## src/rtl/core/boolean_query_lexer_macros.svh

```systemverilog
// ---------------------------------------------------------------------------
// boolean_query_lexer_macros
// assertion shorthands used by the lexer queue, clocked on clk, reset rst_n
// ---------------------------------------------------------------------------
`ifndef BOOLEAN_QUERY_LEXER_MACROS_SVH
`define BOOLEAN_QUERY_LEXER_MACROS_SVH

// condition must never hold outside reset
`define BQL_ASSERT_NEVER(label, cond) \
    label: assert property (@(posedge clk) disable iff (!rst_n) !(cond)) \
        else $error("boolean_query_lexer assertion failed");

// antecedent implies consequent in the same cycle
`define BQL_ASSERT_IMPLY(label, ante, cons) \
    label: assert property (@(posedge clk) disable iff (!rst_n) (ante) |-> (cons)) \
        else $error("boolean_query_lexer assertion failed");

// antecedent implies consequent in the next cycle
`define BQL_ASSERT_NEXT(label, ante, cons) \
    label: assert property (@(posedge clk) disable iff (!rst_n) (ante) |=> (cons)) \
        else $error("boolean_query_lexer assertion failed");

`endif

```

## src/rtl/core/bql_pkg.sv

```systemverilog
// ---------------------------------------------------------------------------
// bql_pkg
// token types, character codes and helper functions of the query lexer
// ---------------------------------------------------------------------------
`default_nettype none

package bql_pkg;

    localparam int QUEUE_DEPTH = 4;
    localparam int QPTR_W      = $clog2(QUEUE_DEPTH);
    localparam int QCNT_W      = $clog2(QUEUE_DEPTH + 1);

    // token kinds
    localparam logic [3:0] KIND_LPAREN = 4'd0;
    localparam logic [3:0] KIND_RPAREN = 4'd1;
    localparam logic [3:0] KIND_AND    = 4'd2;
    localparam logic [3:0] KIND_OR     = 4'd3;
    localparam logic [3:0] KIND_NOT    = 4'd4;
    localparam logic [3:0] KIND_BYTE   = 4'd5;
    localparam logic [3:0] KIND_EMPTY  = 4'd6;
    localparam logic [3:0] KIND_END    = 4'd7;
    localparam logic [3:0] KIND_ERROR  = 4'd8;

    // error codes
    localparam logic [1:0] ERR_NONE     = 2'd0;
    localparam logic [1:0] ERR_UNCLOSED = 2'd1;
    localparam logic [1:0] ERR_STRAY    = 2'd2;

    // request types
    localparam logic REQ_BYTE = 1'b0;
    localparam logic REQ_END  = 1'b1;

    // characters
    localparam logic [7:0] CH_TAB    = 8'd9;
    localparam logic [7:0] CH_LF     = 8'd10;
    localparam logic [7:0] CH_CR     = 8'd13;
    localparam logic [7:0] CH_SPACE  = 8'd32;
    localparam logic [7:0] CH_DQUOTE = 8'h22;
    localparam logic [7:0] CH_SQUOTE = 8'h27;
    localparam logic [7:0] CH_LPAREN = 8'h28;
    localparam logic [7:0] CH_RPAREN = 8'h29;
    localparam logic [7:0] CH_BSLASH = 8'h5c;
    localparam logic [7:0] CH_UNDER  = 8'h5f;
    localparam logic [7:0] CH_ASCII_MAX = 8'd127;
    localparam logic [7:0] CH_UP_A   = 8'h41;
    localparam logic [7:0] CH_UP_D   = 8'h44;
    localparam logic [7:0] CH_UP_N   = 8'h4e;
    localparam logic [7:0] CH_UP_O   = 8'h4f;
    localparam logic [7:0] CH_UP_R   = 8'h52;
    localparam logic [7:0] CH_UP_T   = 8'h54;
    localparam logic [7:0] CH_UP_Z   = 8'h5a;
    localparam logic [7:0] CH_LO_A   = 8'h61;
    localparam logic [7:0] CH_LO_N   = 8'h6e;
    localparam logic [7:0] CH_LO_R   = 8'h72;
    localparam logic [7:0] CH_LO_T   = 8'h74;
    localparam logic [7:0] CH_LO_Z   = 8'h7a;
    localparam logic [7:0] CH_0      = 8'h30;
    localparam logic [7:0] CH_9      = 8'h39;
    localparam logic [7:0] CASE_GAP  = 8'd32;

    typedef struct packed {
        logic [3:0] kind;
        logic [7:0] tbyte;
        logic       tend;
        logic [1:0] err;
    } tok_t;

    // all tokens caused by one request, last_idx is count minus one
    typedef struct packed {
        tok_t [3:0] tok;
        logic [1:0] last_idx;
    } bundle_t;

    typedef struct packed {
        tok_t [2:0] tok;
        logic [1:0] n;
    } flush_t;

    function automatic tok_t mk_tok(input logic [3:0] kind, input logic [7:0] tbyte,
                                    input logic tend, input logic [1:0] err);
        tok_t t;
        t.kind  = kind;
        t.tbyte = tbyte;
        t.tend  = tend;
        t.err   = err;
        return t;
    endfunction

    function automatic logic is_space(input logic [7:0] b);
        return ((b >= CH_TAB) && (b <= CH_CR)) || (b == CH_SPACE);
    endfunction

    function automatic logic is_term_byte(input logic [7:0] b);
        return ((b >= CH_0) && (b <= CH_9)) || ((b >= CH_UP_A) && (b <= CH_UP_Z)) ||
               ((b >= CH_LO_A) && (b <= CH_LO_Z)) || (b == CH_UNDER) ||
               (b > CH_ASCII_MAX);
    endfunction

    function automatic logic [7:0] upcase(input logic [7:0] b);
        return ((b >= CH_LO_A) && (b <= CH_LO_Z)) ? (b - CASE_GAP) : b;
    endfunction

    function automatic logic [7:0] unescape(input logic [7:0] b);
        logic [7:0] r;
        case (b)
            CH_LO_N: r = CH_LF;
            CH_LO_T: r = CH_TAB;
            CH_LO_R: r = CH_CR;
            default: r = b;
        endcase
        return r;
    endfunction

    // keyword match or the held bytes of a term, the final one marked
    function automatic flush_t flush_toks(input logic [2:0][7:0] held,
                                          input logic [1:0] cnt, input logic strm);
        flush_t     f;
        logic [7:0] a;
        logic [7:0] b;
        logic [7:0] c;
        a = upcase(held[0]);
        b = upcase(held[1]);
        c = upcase(held[2]);
        f.tok = '0;
        f.n   = 2'd0;
        if (!strm && (cnt == 2'd2) && (a == CH_UP_O) && (b == CH_UP_R)) begin
            f.tok[0] = mk_tok(KIND_OR, 8'd0, 1'b0, ERR_NONE);
            f.n      = 2'd1;
        end else if (!strm && (cnt == 2'd3) && (a == CH_UP_A) && (b == CH_UP_N) &&
                     (c == CH_UP_D)) begin
            f.tok[0] = mk_tok(KIND_AND, 8'd0, 1'b0, ERR_NONE);
            f.n      = 2'd1;
        end else if (!strm && (cnt == 2'd3) && (a == CH_UP_N) && (b == CH_UP_O) &&
                     (c == CH_UP_T)) begin
            f.tok[0] = mk_tok(KIND_NOT, 8'd0, 1'b0, ERR_NONE);
            f.n      = 2'd1;
        end else begin
            for (int i = 0; i < 3; i++) begin
                if (2'(i) < cnt) begin
                    f.tok[i] = mk_tok(KIND_BYTE, held[i], 2'(i + 1) == cnt, ERR_NONE);
                end
            end
            f.n = cnt;
        end
        return f;
    endfunction

endpackage

`default_nettype wire

```

## src/rtl/core/bql_front.sv

```systemverilog
// ---------------------------------------------------------------------------
// bql_front
// lexer state machine, turns each request into a bundle of up to four tokens
// ---------------------------------------------------------------------------
`default_nettype none

module bql_front
    import bql_pkg::*;
(
    input  wire logic       clk,
    input  wire logic       rst_n,
    input  wire logic       in_valid,
    output logic            in_ready,
    input  wire logic       req_type,
    input  wire logic [7:0] byte_value,
    input  wire logic       q_full,
    output logic            push,
    output bundle_t         push_data
);

    typedef enum logic [4:0] {
        MODE_IDLE  = 5'b00001,
        MODE_TERM  = 5'b00010,
        MODE_QUOTE = 5'b00100,
        MODE_ESC   = 5'b01000,
        MODE_ERR   = 5'b10000
    } mode_t;

    mode_t            mode_reg, mode_next;
    logic             dq_reg, dq_next;
    logic [2:0][7:0]  held_reg, held_next;
    logic [1:0]       cnt_reg, cnt_next;
    logic             strm_reg, strm_next;

    logic             fire;
    tok_t [3:0]       toks;
    logic [2:0]       n;
    tok_t             tail;
    logic             has_tail;
    logic             do_idle;
    flush_t           fl;
    logic [7:0]       closer;

    assign in_ready = !q_full;
    assign fire     = in_valid && in_ready;
    assign closer   = dq_reg ? CH_DQUOTE : CH_SQUOTE;

    always_comb
    begin
        mode_next = mode_reg;
        dq_next   = dq_reg;
        held_next = held_reg;
        cnt_next  = cnt_reg;
        strm_next = strm_reg;
        toks      = '0;
        n         = 3'd0;
        tail      = '0;
        has_tail  = 1'b0;
        do_idle   = 1'b0;
        fl        = flush_toks(held_reg, cnt_reg, strm_reg);
        if (fire) begin
            if (req_type == REQ_END) begin
                if (mode_reg == MODE_TERM) begin
                    toks[2:0] = fl.tok;
                    n         = {1'b0, fl.n};
                    tail      = mk_tok(KIND_END, 8'd0, 1'b0, ERR_NONE);
                    has_tail  = 1'b1;
                end else if ((mode_reg == MODE_QUOTE) || (mode_reg == MODE_ESC)) begin
                    tail     = mk_tok(KIND_ERROR, 8'd0, 1'b0, ERR_UNCLOSED);
                    has_tail = 1'b1;
                end else if (mode_reg != MODE_ERR) begin
                    tail     = mk_tok(KIND_END, 8'd0, 1'b0, ERR_NONE);
                    has_tail = 1'b1;
                end
                mode_next = MODE_IDLE;
                cnt_next  = 2'd0;
                strm_next = 1'b0;
            end else begin
                unique case (mode_reg)
                    MODE_ERR:
                    begin
                    end
                    MODE_QUOTE:
                    begin
                        if (byte_value == CH_BSLASH) begin
                            mode_next = MODE_ESC;
                        end else if (byte_value == closer) begin
                            if (cnt_reg == 2'd0) begin
                                tail = mk_tok(KIND_EMPTY, 8'd0, 1'b0, ERR_NONE);
                            end else begin
                                tail = mk_tok(KIND_BYTE, held_reg[0], 1'b1, ERR_NONE);
                            end
                            has_tail  = 1'b1;
                            cnt_next  = 2'd0;
                            strm_next = 1'b0;
                            mode_next = MODE_IDLE;
                        end else begin
                            tail         = mk_tok(KIND_BYTE, held_reg[0], 1'b0, ERR_NONE);
                            has_tail     = (cnt_reg != 2'd0);
                            held_next[0] = byte_value;
                            cnt_next     = 2'd1;
                            strm_next    = 1'b1;
                        end
                    end
                    MODE_ESC:
                    begin
                        tail         = mk_tok(KIND_BYTE, held_reg[0], 1'b0, ERR_NONE);
                        has_tail     = (cnt_reg != 2'd0);
                        held_next[0] = unescape(byte_value);
                        cnt_next     = 2'd1;
                        strm_next    = 1'b1;
                        mode_next    = MODE_QUOTE;
                    end
                    MODE_TERM:
                    begin
                        if (is_term_byte(byte_value)) begin
                            if (strm_reg) begin
                                tail         = mk_tok(KIND_BYTE, held_reg[0], 1'b0, ERR_NONE);
                                has_tail     = 1'b1;
                                held_next[0] = byte_value;
                                cnt_next     = 2'd1;
                            end else if (cnt_reg != 2'd3) begin
                                held_next[cnt_reg] = byte_value;
                                cnt_next           = cnt_reg + 2'd1;
                            end else begin
                                // long term, start streaming the held bytes
                                for (int i = 0; i < 3; i++) begin
                                    toks[i] = mk_tok(KIND_BYTE, held_reg[i], 1'b0, ERR_NONE);
                                end
                                n            = 3'd3;
                                held_next[0] = byte_value;
                                cnt_next     = 2'd1;
                                strm_next    = 1'b1;
                            end
                        end else begin
                            toks[2:0] = fl.tok;
                            n         = {1'b0, fl.n};
                            cnt_next  = 2'd0;
                            strm_next = 1'b0;
                            do_idle   = 1'b1;
                        end
                    end
                    MODE_IDLE:
                    begin
                        do_idle = 1'b1;
                    end
                    default:
                    begin
                        do_idle = 1'b1;
                    end
                endcase

                if (do_idle) begin
                    mode_next = MODE_IDLE;
                    if (is_space(byte_value)) begin
                    end else if (byte_value == CH_LPAREN) begin
                        tail     = mk_tok(KIND_LPAREN, 8'd0, 1'b0, ERR_NONE);
                        has_tail = 1'b1;
                    end else if (byte_value == CH_RPAREN) begin
                        tail     = mk_tok(KIND_RPAREN, 8'd0, 1'b0, ERR_NONE);
                        has_tail = 1'b1;
                    end else if ((byte_value == CH_DQUOTE) || (byte_value == CH_SQUOTE)) begin
                        mode_next = MODE_QUOTE;
                        dq_next   = (byte_value == CH_DQUOTE);
                        cnt_next  = 2'd0;
                        strm_next = 1'b0;
                    end else if (is_term_byte(byte_value)) begin
                        mode_next    = MODE_TERM;
                        held_next[0] = byte_value;
                        cnt_next     = 2'd1;
                        strm_next    = 1'b0;
                    end else begin
                        tail      = mk_tok(KIND_ERROR, 8'd0, 1'b0, ERR_STRAY);
                        has_tail  = 1'b1;
                        mode_next = MODE_ERR;
                    end
                end
            end
        end

        // at most three tokens come before the tail
        if (has_tail) begin
            toks[n[1:0]] = tail;
            n            = n + 3'd1;
        end
    end

    assign push               = fire && (n != 3'd0);
    assign push_data.tok      = toks;
    assign push_data.last_idx = 2'(n - 3'd1);

    always_ff @(posedge clk or negedge rst_n)
    begin
        if (!rst_n) begin
            mode_reg <= MODE_IDLE;
            dq_reg   <= 1'b0;
            cnt_reg  <= 2'd0;
            strm_reg <= 1'b0;
        end else begin
            mode_reg <= mode_next;
            dq_reg   <= dq_next;
            cnt_reg  <= cnt_next;
            strm_reg <= strm_next;
        end
    end

    always_ff @(posedge clk)
    begin
        held_reg <= held_next;
    end

endmodule

`default_nettype wire

```

## src/rtl/core/bql_queue.sv

```systemverilog
// ---------------------------------------------------------------------------
// bql_queue
// short queue of token bundles between the lexer and the output stage
// ---------------------------------------------------------------------------
`default_nettype none

`include "boolean_query_lexer_macros.svh"

module bql_queue
    import bql_pkg::*;
(
    input  wire logic clk,
    input  wire logic rst_n,
    input  wire logic push,
    input  bundle_t   push_data,
    input  wire logic pop,
    output bundle_t   head,
    output logic      full,
    output logic      empty
);

    bundle_t [QUEUE_DEPTH-1:0] slot_reg;
    logic [QPTR_W-1:0]         wr_ptr_reg, wr_ptr_next;
    logic [QPTR_W-1:0]         rd_ptr_reg, rd_ptr_next;
    logic [QCNT_W-1:0]         count_reg, count_next;

    assign full  = (count_reg == QCNT_W'(QUEUE_DEPTH));
    assign empty = (count_reg == '0);
    assign head  = slot_reg[rd_ptr_reg];

    always_comb
    begin
        wr_ptr_next = wr_ptr_reg;
        rd_ptr_next = rd_ptr_reg;
        count_next  = count_reg;
        if (push) begin
            wr_ptr_next = (wr_ptr_reg == QPTR_W'(QUEUE_DEPTH - 1)) ? '0 : wr_ptr_reg + 1'b1;
        end
        if (pop) begin
            rd_ptr_next = (rd_ptr_reg == QPTR_W'(QUEUE_DEPTH - 1)) ? '0 : rd_ptr_reg + 1'b1;
        end
        if (push && !pop) begin
            count_next = count_reg + 1'b1;
        end else if (pop && !push) begin
            count_next = count_reg - 1'b1;
        end
    end

    always_ff @(posedge clk or negedge rst_n)
    begin
        if (!rst_n) begin
            wr_ptr_reg <= '0;
            rd_ptr_reg <= '0;
            count_reg  <= '0;
        end else begin
            wr_ptr_reg <= wr_ptr_next;
            rd_ptr_reg <= rd_ptr_next;
            count_reg  <= count_next;
        end
    end

    always_ff @(posedge clk)
    begin
        if (push) begin
            slot_reg[wr_ptr_reg] <= push_data;
        end
    end

    `BQL_ASSERT_NEVER(a_no_overflow, push && full)
    `BQL_ASSERT_NEVER(a_no_underflow, pop && empty)
    `BQL_ASSERT_NEXT(a_drain_to_empty, (count_reg == QCNT_W'(1)) && pop && !push, empty)

endmodule

`default_nettype wire

```

## src/rtl/core/bql_back.sv

```systemverilog
// ---------------------------------------------------------------------------
// bql_back
// output stage, walks each bundle one token per cycle into the output register while the output is not stalled
// ---------------------------------------------------------------------------
`default_nettype none

module bql_back
    import bql_pkg::*;
(
    input  wire logic clk,
    input  wire logic rst_n,
    input  bundle_t   head,
    input  wire logic q_empty,
    output logic      pop,
    output logic      out_valid,
    input  wire logic out_ready,
    output tok_t      out_tok,
    output logic      out_last
);

    logic       valid_reg;
    tok_t       tok_reg;
    logic       last_reg;
    logic [1:0] idx_reg, idx_next;
    logic       load;
    logic       at_last;

    assign load    = !q_empty && (!valid_reg || out_ready);
    assign at_last = (idx_reg == head.last_idx);
    assign pop     = load && at_last;

    always_comb
    begin
        idx_next = idx_reg;
        if (load) begin
            idx_next = at_last ? 2'd0 : idx_reg + 2'd1;
        end
    end

    always_ff @(posedge clk or negedge rst_n)
    begin
        if (!rst_n) begin
            valid_reg <= 1'b0;
            idx_reg   <= 2'd0;
        end else begin
            idx_reg <= idx_next;
            if (load) begin
                valid_reg <= 1'b1;
            end else if (out_ready) begin
                valid_reg <= 1'b0;
            end
        end
    end

    always_ff @(posedge clk)
    begin
        if (load) begin
            tok_reg  <= head.tok[idx_reg];
            last_reg <= at_last;
        end
    end

    assign out_valid = valid_reg;
    assign out_tok   = tok_reg;
    assign out_last  = last_reg;

endmodule

`default_nettype wire

```

## src/rtl/core/boolean_query_lexer.sv

```systemverilog
// ---------------------------------------------------------------------------
// boolean_query_lexer
// tokenizer for boolean search queries, one query byte per request
// ---------------------------------------------------------------------------
// A request is taken every cycle while the four-entry bundle queue is not full;
// one that causes n tokens (up to four, when a held term or keyword is flushed)
// holds the output side longer, since the output register drains one token a
// cycle from that queue while m_tready allows, and the input stalls only once
// that queue fills. Each token passes through the bundle queue and then the
// output register. Term bytes go out one request late so the final byte can
// carry term_end. Tokens sent before an error token are not withdrawn.
`default_nettype none

module boolean_query_lexer
    import bql_pkg::*;
(
    input  wire logic        clk,
    input  wire logic        rst_n,
    input  wire logic        s_tvalid,
    output logic             s_tready,
    input  wire logic [7:0]  s_tdata,   // [7:0] byte_value
    input  wire logic        s_tuser,   // [0] req_type
    output logic             m_tvalid,
    input  wire logic        m_tready,
    output logic [15:0]      m_tdata,   // [7:0] term_byte, [8] term_end, [10:9] error_code
    output logic [3:0]       m_tuser,   // [3:0] token_kind
    output logic             m_tlast
);

    logic    push;
    logic    pop;
    logic    q_full;
    logic    q_empty;
    bundle_t push_data;
    bundle_t head;
    tok_t    out_tok;

    bql_front u_front (
        .clk        (clk),
        .rst_n      (rst_n),
        .in_valid   (s_tvalid),
        .in_ready   (s_tready),
        .req_type   (s_tuser),
        .byte_value (s_tdata),
        .q_full     (q_full),
        .push       (push),
        .push_data  (push_data)
    );

    bql_queue u_queue (
        .clk       (clk),
        .rst_n     (rst_n),
        .push      (push),
        .push_data (push_data),
        .pop       (pop),
        .head      (head),
        .full      (q_full),
        .empty     (q_empty)
    );

    bql_back u_back (
        .clk       (clk),
        .rst_n     (rst_n),
        .head      (head),
        .q_empty   (q_empty),
        .pop       (pop),
        .out_valid (m_tvalid),
        .out_ready (m_tready),
        .out_tok   (out_tok),
        .out_last  (m_tlast)
    );

    assign m_tdata = {5'b0, out_tok.err, out_tok.tend, out_tok.tbyte};
    assign m_tuser = out_tok.kind;

endmodule

`default_nettype wire

```

## config.mk

```make
export PLATFORM = sky130hd
export DESIGN_NAME = boolean_query_lexer
export DESIGN_NICKNAME = d
export VERILOG_FILES = /design/src/rtl/core/bql_pkg.sv /design/src/rtl/core/bql_front.sv /design/src/rtl/core/bql_queue.sv /design/src/rtl/core/bql_back.sv /design/src/rtl/core/boolean_query_lexer.sv
export VERILOG_INCLUDE_DIRS = /design/src /design/src/rtl/core
export SDC_FILE = /design/constraint.sdc
export NUM_CORES = 1
export LEC_CHECK = 0
export ABC_AREA = 1
export BUFFER_PORTS_ARGS = -buffer_cell sky130_fd_sc_hd__clkbuf_2
export CORE_ASPECT_RATIO = 1.4
export CORE_MARGIN = 10
export CORE_UTILIZATION = 64
export CTS_CLUSTER_SIZE = 16
export DETAILED_ROUTE_END_ITERATION = 6
export MAX_ROUTING_LAYER = met4
export PLACE_DENSITY_LB_ADDON = 0.3
export SYNTH_ARGS = -nofsm -noshare
export SYNTH_HDL_FRONTEND = slang
export SYNTH_SLANG_ARGS = --single-unit
export TNS_END_PERCENT = 5
```

## constraint.sdc

```tcl
create_clock -name clk -period 16.4 [get_ports clk]
set_input_delay 0.82 -clock clk [delete_from_list [all_inputs] [get_ports clk]]
set_output_delay 0.82 -clock clk [all_outputs]
set_load 0.01 [all_outputs]
```

After elaboration in Yosys (flattened, before gate mapping)

Index checks and enable logic that the tools add are counted.
Widths: inputs -> output; s select.

Register bits: 307
Output and inout port bits: 23
Word-level logic and storage cells: 349
Input port bits: 13

Equal/unequal tests: 35
$lt $le $gt $ge: 26
Reduce and logical (&&, ||, !) cells: 52
$add $sub $neg: 11
Bitwise operators: 5
Mux-type cells: 135

Operators with widths:

| kind               | number |
|---|---|
| $mux 45            | 6 |
| $bwmux 248         | 1 |
| $mux 15            | 14 |
| $bmux 62 s2        | 1 |
| $demux 62 s2       | 1 |
| $mux 62            | 2 |
| $mux 8             | 15 |
| $eq 8x7->1 const B | 13 |
| $mux 30            | 3 |
| $mux 14            | 5 |
| $bwmux 60          | 1 |
| $mux 60            | 1 |
| $mux 17            | 3 |
| $pmux 8 s3         | 2 |
| $mux 5             | 9 |
| $pmux 15 s3        | 1 |
| $mux 44            | 1 |
| $eq 8x6->1 const B | 5 |
| $ge 8x7->1 const B | 5 |
| $le 8x7->1 const B | 5 |
| $mux 1             | 33 |
| $mux 2             | 16 |
| $bmux 15 s2        | 1 |
| $demux 15 s2       | 1 |
| other kinds (48)   | 119 |

Depth between registers and ports, before layout

Depth in word-level cells: 23
Mapped depth: 27
Depth with buffers taken out: 26

Modules after synthesis

From an unflattened synthesis, not the netlist that was laid out.

Cells, all modules: 1534
Area, all modules: 15170.8 µm²

Modules (own cells, without submodules):

| module              | area each (µm²) | times used | seq. area each (µm²) | cells each |
|---|---|---|---|---|
| bql_queue           | 10187.3         | 1          | 7622.3               | 774 |
| bql_front           | 3812.4          | 1          | 947.2                | 625 |
| bql_back            | 1129.8          | 1          | 555.5                | 129 |
| boolean_query_lexer | 41.3            | 1          | 0.0                  | 6 |

Worst setup path before layout

No wires, ideal clock.

Path kind: input -> register
Start: input port s_tdata[1]
End: register u_queue.slot_reg[0] in the netlist's numbering, enable pin
Stages on the path: 21
Path slack: 10.395 ns
Arrival: 5.522 ns
Setup time: 0.482 ns
Required time: 15.918 ns
Path buffers: 3
Cell sequence: buf_4 > nor2_4 > nand2_1 > nand2_1 > nand2_1 > nor2_2 > nand3_2 > buf_6 > nand2_2 > buf_6 > nand2_4 > nor2_2 > nor2_1 > a21oi_2 > ha_1 > nand2_1 > o21ai_0 > ha_1 > nand2_1 > nand2_2 > nor2_1

Cells in the longest elaborated chain, start to end: 19
Elaborated cells between the ends (all ways): 51
Those cells by class: add/sub: 1; order compare: 9; eq/ne: 8; mux: 21; reduce/logical: 12

RTL lines:

| element                            | RTL line                  | text |
|---|---|---|
| start, declared                    | boolean_query_lexer.sv:21 | `input wire logic [7:0] s_tdata,` |
| $ge 8x6->1 (tied with other cells) | bql_pkg.sv:94             | `return ((b >= CH_0) && (b <= CH_9)) \|\| ((b >= CH_UP_A) && (b <= CH_UP_Z)) \|\|` |
| $logic_and 1x1->1                  | bql_pkg.sv:94             |  |
| $logic_or 1x1->1 (2 in a row)      | bql_pkg.sv:94             |  |
| $logic_or 1x1->1 (2 in a row)      | bql_pkg.sv:95             | `((b >= CH_LO_A) && (b <= CH_LO_Z)) \|\| (b == CH_UNDER) \|\|` |
| $mux 1                             | bql_front.sv:116          | `if (is_term_byte(byte_value)) begin` |
| $pmux 1 s3                         | bql_front.sv:79           | `unique case (mode_reg)` |
| $mux 1                             | bql_front.sv:167          | `end else if (is_term_byte(byte_value)) begin` |
| $mux 1                             | bql_front.sv:162          | `end else if ((byte_value == CH_DQUOTE) \|\| (byte_value == CH_SQUOTE)) begin` |
| $mux 1                             | bql_front.sv:159          | `end else if (byte_value == CH_RPAREN) begin` |
| $mux 1                             | bql_front.sv:156          | `end else if (byte_value == CH_LPAREN) begin` |
| $mux 1                             | bql_front.sv:155          | `if (is_space(byte_value)) begin` |
| $mux 1                             | bql_front.sv:153          | `if (do_idle) begin` |
| $mux 1                             | bql_front.sv:62           | `if (req_type == REQ_END) begin` |
| $mux 1                             | bql_front.sv:61           | `if (fire) begin` |
| $mux 3 *                           | bql_front.sv:182          | `if (has_tail) begin` |
| $reduce_bool 3->1 *                | bql_front.sv:188          | `assign push = fire && (n != 3'd0);` |
| $logic_and 1x1->1 *                | bql_front.sv:188          |  |
| end signal, assigned by index      | bql_queue.sv:65           | `slot_reg[wr_ptr_reg] <= push_data;` |
| end, declared                      | bql_queue.sv:22           | `bundle_t [QUEUE_DEPTH-1:0] slot_reg;` |

Mark *: on every way between the ends. The rest lies on a longest branch, timed or not. The select of a mux whose other input is x is not followed.
A chain may end at the register's enable or synchronous reset.

Worst setup path after layout

Start: register u_front.mode_reg[3]
End: register u_queue.slot_reg[144] in the netlist's numbering, enable pin

Cells in the longest elaborated chain, start to end: 13
Elaborated cells between the ends (all ways): 30
Those cells by class: add/sub: 1; eq/ne: 5; mux: 20; reduce/logical: 4

RTL lines:

| element                            | RTL line                         | text |
|---|---|---|
| start, declared                    | bql_front.sv:29                  | `mode_t mode_reg, mode_next;` |
| start signal, assigned             | bql_front.sv:200                 | `mode_reg <= mode_next;` |
| $eq 5x2->1 (tied with other cells) | bql_front.sv:63, bql_front.sv:79 |  |
| $pmux 1 s3                         | bql_front.sv:79                  |  |
| $mux 1                             | bql_front.sv:167                 |  |
| $mux 1                             | bql_front.sv:162                 |  |
| $mux 1                             | bql_front.sv:159                 |  |
| $mux 1                             | bql_front.sv:156                 |  |
| $mux 1                             | bql_front.sv:155                 |  |
| $mux 1                             | bql_front.sv:153                 |  |
| $mux 1                             | bql_front.sv:62                  |  |
| $mux 1                             | bql_front.sv:61                  |  |
| $mux 3 *                           | bql_front.sv:182                 |  |
| $reduce_bool 3->1 *                | bql_front.sv:188                 |  |
| $logic_and 1x1->1 *                | bql_front.sv:188                 |  |

Marks and branches as above.

==> out/results.tsv <==
metric	value	unit
power	2.515	mW
cts_tree	yes	
yosys.area.top_type	edfxtp_1	
cp-start-kind	flop	
slew_violations	0	
io_buffers	30	
synth_edf_count	288	
yosys_warnings	0	
cp_max_fo	62	
synth_top_area_share	59.80	%
drv_cap	0	
r2r-end	u_queue.slot_reg[144]$_DFFE_PP_	
r2r_setup_slack	11.84	ns
arrival	4.71	ns
setup_viol	0	
yosys.area_share.simple	17.56	%
grt_overflow	0	
hold_buffers	0	
die_x	147.0	um
first_iter_violations	1089	
nets	1418	
vias	10622	
ctsResizeCount	0	
clock_sinks	307	
synth_common_cells	edfxtp_1 (288), nor2_1 (207), nand2_1 (206), o21ai_0 (165), inv_1 (97)	
die_h	197.9	um
synth.ff_latch_count	307	
grt_pass1_vias	10416	
die_area	0.02909	mm2
grt_pass1_wl	58.15	mm
synth_xor_area_share	0.3028	%
yosysUniqueCellTypes	49	
synth_top_family_by_area	simple AND/OR/NAND/NOR gates	
clk_pin_slew	0.06	ns
worstMarginPinSlew	1.144	ns
cpMaxStageDelayCell	buf_4	
tns	0	ns
hold_viol_final	0	
relSlewSlack	23.74	%
synthFlopType	edfxtp_1	
synth-adder-area-share	1.869	%
htreeDepth	1	
slowest_delay	0.70	ns
p_leak	5.991	nW
synth-compound-area-share	12.08	%
remaining_drc_errors	0	
start_util	64.66	%
synth_seq_area_share	63.10	%
wirelength	37.88	mm
end_kind	flop	
grt_max_degree	89	
postLayoutCoreUtil	70.00	%
synth.most_common_cell	edfxtp_1	
required	16.54	ns
worstSetupPathType	flop to flop	
synth_mux_area_share	0	%
vdd_drop_max	125.1	uV
max_freq	219.3	MHz
post_cts_buffers	0	
ios	36	
avgRoutedWirePerCell	22.22	um
track_usage	26.32	%
skew	0.007197	ns
antenna_cells	0	
area_growth	8.263	%
reg2reg_depth	15	
hp-class	input pin to asynchronous set/reset pin	
dpl_cell_area	0.01482	mm2
crit_path_cell_trace	inv_1, nand2_1, nor4_4, inv_2, nor2_2, inv_1, nor2_1, nor2_1, a21oi_2, ha_1, nand3_1, nand2_1, nand2_2, nor2_4, buf_4	
avgSynthCellArea	10.51	um2
ant_nets	0	
post-route-min-period	4.561	ns
drive_gt1_share	9.829	%
syn_inst	1376	
coreArea	0.02237	mm2
via_per_inst	6.230	
ys_top_cells_by_area	edfxtp_1 (60%), o21ai_0 (5.7%), nor2_1 (5.4%)	
fin_crit_sh	27.81	%
dp_hpwl	24.76	mm
rows	65	
async_flop_share	6.189	%
powerDensity	160.7	mW/mm2
finalInstanceArea	0.01566	mm2
syn-cell-area	0.01446	mm2
clkLatencyLatePin	0.52	ns
routabilityCongestion	1.033	
rsz0062_at_grt	no	
clockBufferDepth	3	
cts_buffers	27	
firstDrtPassIters	6	
r2r-start	u_front.mode_reg[3]$_DFFE_PN0P_	
outcome	complete, no violations	
antenna_found_initial	0	
largest_reg_flops	248	
clockRootBuffer	clkbuf_16	
-- per-stage QoR --
step | worst slack (ns) | hold slack, ns | instances
global route | 11.55 | 0.2948 | 1705
floorplan | 10.40 | 0.4923 | 1380
detailed placement | 11.36 | 0.5246 | 1656
global placement | 11.42 | 0.5197 | 1656
CTS | 11.89 | 0.2698 | 1705
finish | 11.84 | 0.2624 | 1705
-- worst max-delay path, delay by kind of cell, from the launching register on --
kind            cells  cell delay [ns]
simple gates        9             2.23
buf+inv             4             1.08
flops               1             0.40
compound gates      1             0.19
fa+ha+maj           1             0.19
-- cell type report --
cell class | instances | area [um2]
sequential | 307 | 9129
fill | 1577 | 6709
multi-input combinational | 894 | 4656
clock buffer | 37 | 743.2
inverter | 113 | 427.9
tap | 301 | 376.6
timing repair buffer | 41 | 232.7
clock inverter | 12 | 91.34
-- where the power goes --
part           leakage [nW]  internal [mW]  total [mW]  switching [mW]
Sequential             3.07           1.01        1.08          0.0711
Clock                 0.398          0.332       0.594           0.262
Combinational          2.52          0.233       0.839           0.606
-- cell families (layout without fill, tap and decap cells) --
group	count (synthesis)	in the layout
adders and majority gates	21	21
xor gates and xnor gates	5	5
DFF	307	307
buffers and inverters	179	203
other	1	5
and+or+nand+nor	573	573
AOI/OAI and AO/OA	290	290
-- worst max-delay path by stage --
stage | cells after the start | startpoint | endpoint | slack (ns)
2_1_floorplan | 21 | s_tdata[1] | u_queue.slot_reg[0]$_DFFE_PP_ | 10.40
3_3_place_gp | 20 | s_tdata[1] | u_queue.slot_reg[59]$_DFFE_PP_ | 11.42
3_5_place_dp | 18 | s_tdata[1] | u_queue.slot_reg[245]$_DFFE_PP_ | 11.36
4_1_cts | 18 | s_tdata[1] | u_queue.slot_reg[138]$_DFFE_PP_ | 11.89
6_report | 15 | u_front.mode_reg[3]$_DFFE_PN0P_ | u_queue.slot_reg[144]$_DFFE_PP_ | 11.84
5_1_grt | 18 | s_tdata[1] | u_queue.slot_reg[221]$_DFFE_PP_ | 11.55
-- metal layers --
metal / global-route usage, % / wire length, um / up-vias
met2: 45.82 / 19980 / 510
li1: - / - / 4904
met3: 3.632 / 2759 / 111
met1: 29.21 / 13320 / 5097
met5: - / 0 / -
met4: 12.95 / 1821 / 0
-- cells in the final DEF (no fill, tap or decap), types with 7 or more instances in the layout --
cell and instances:
clkbuf_16 27, nor2_1 203, o221ai_1 47, nor2_2 7
nor2_4 9, nand2_1 206, clkbuf_1 7, clkbuf_2 30
edfxtp_1 288, inv_2 13, o22ai_1 21, ha_1 20
nand4_1 24, nor3_1 22, a21oi_1 20, dfrtp_1 17
o21ai_1 10, buf_4 11, o211ai_1 15, o21ai_0 165
inv_1 96, nand3_1 80
No activity file was read; power rests on OpenSTA's default activity.
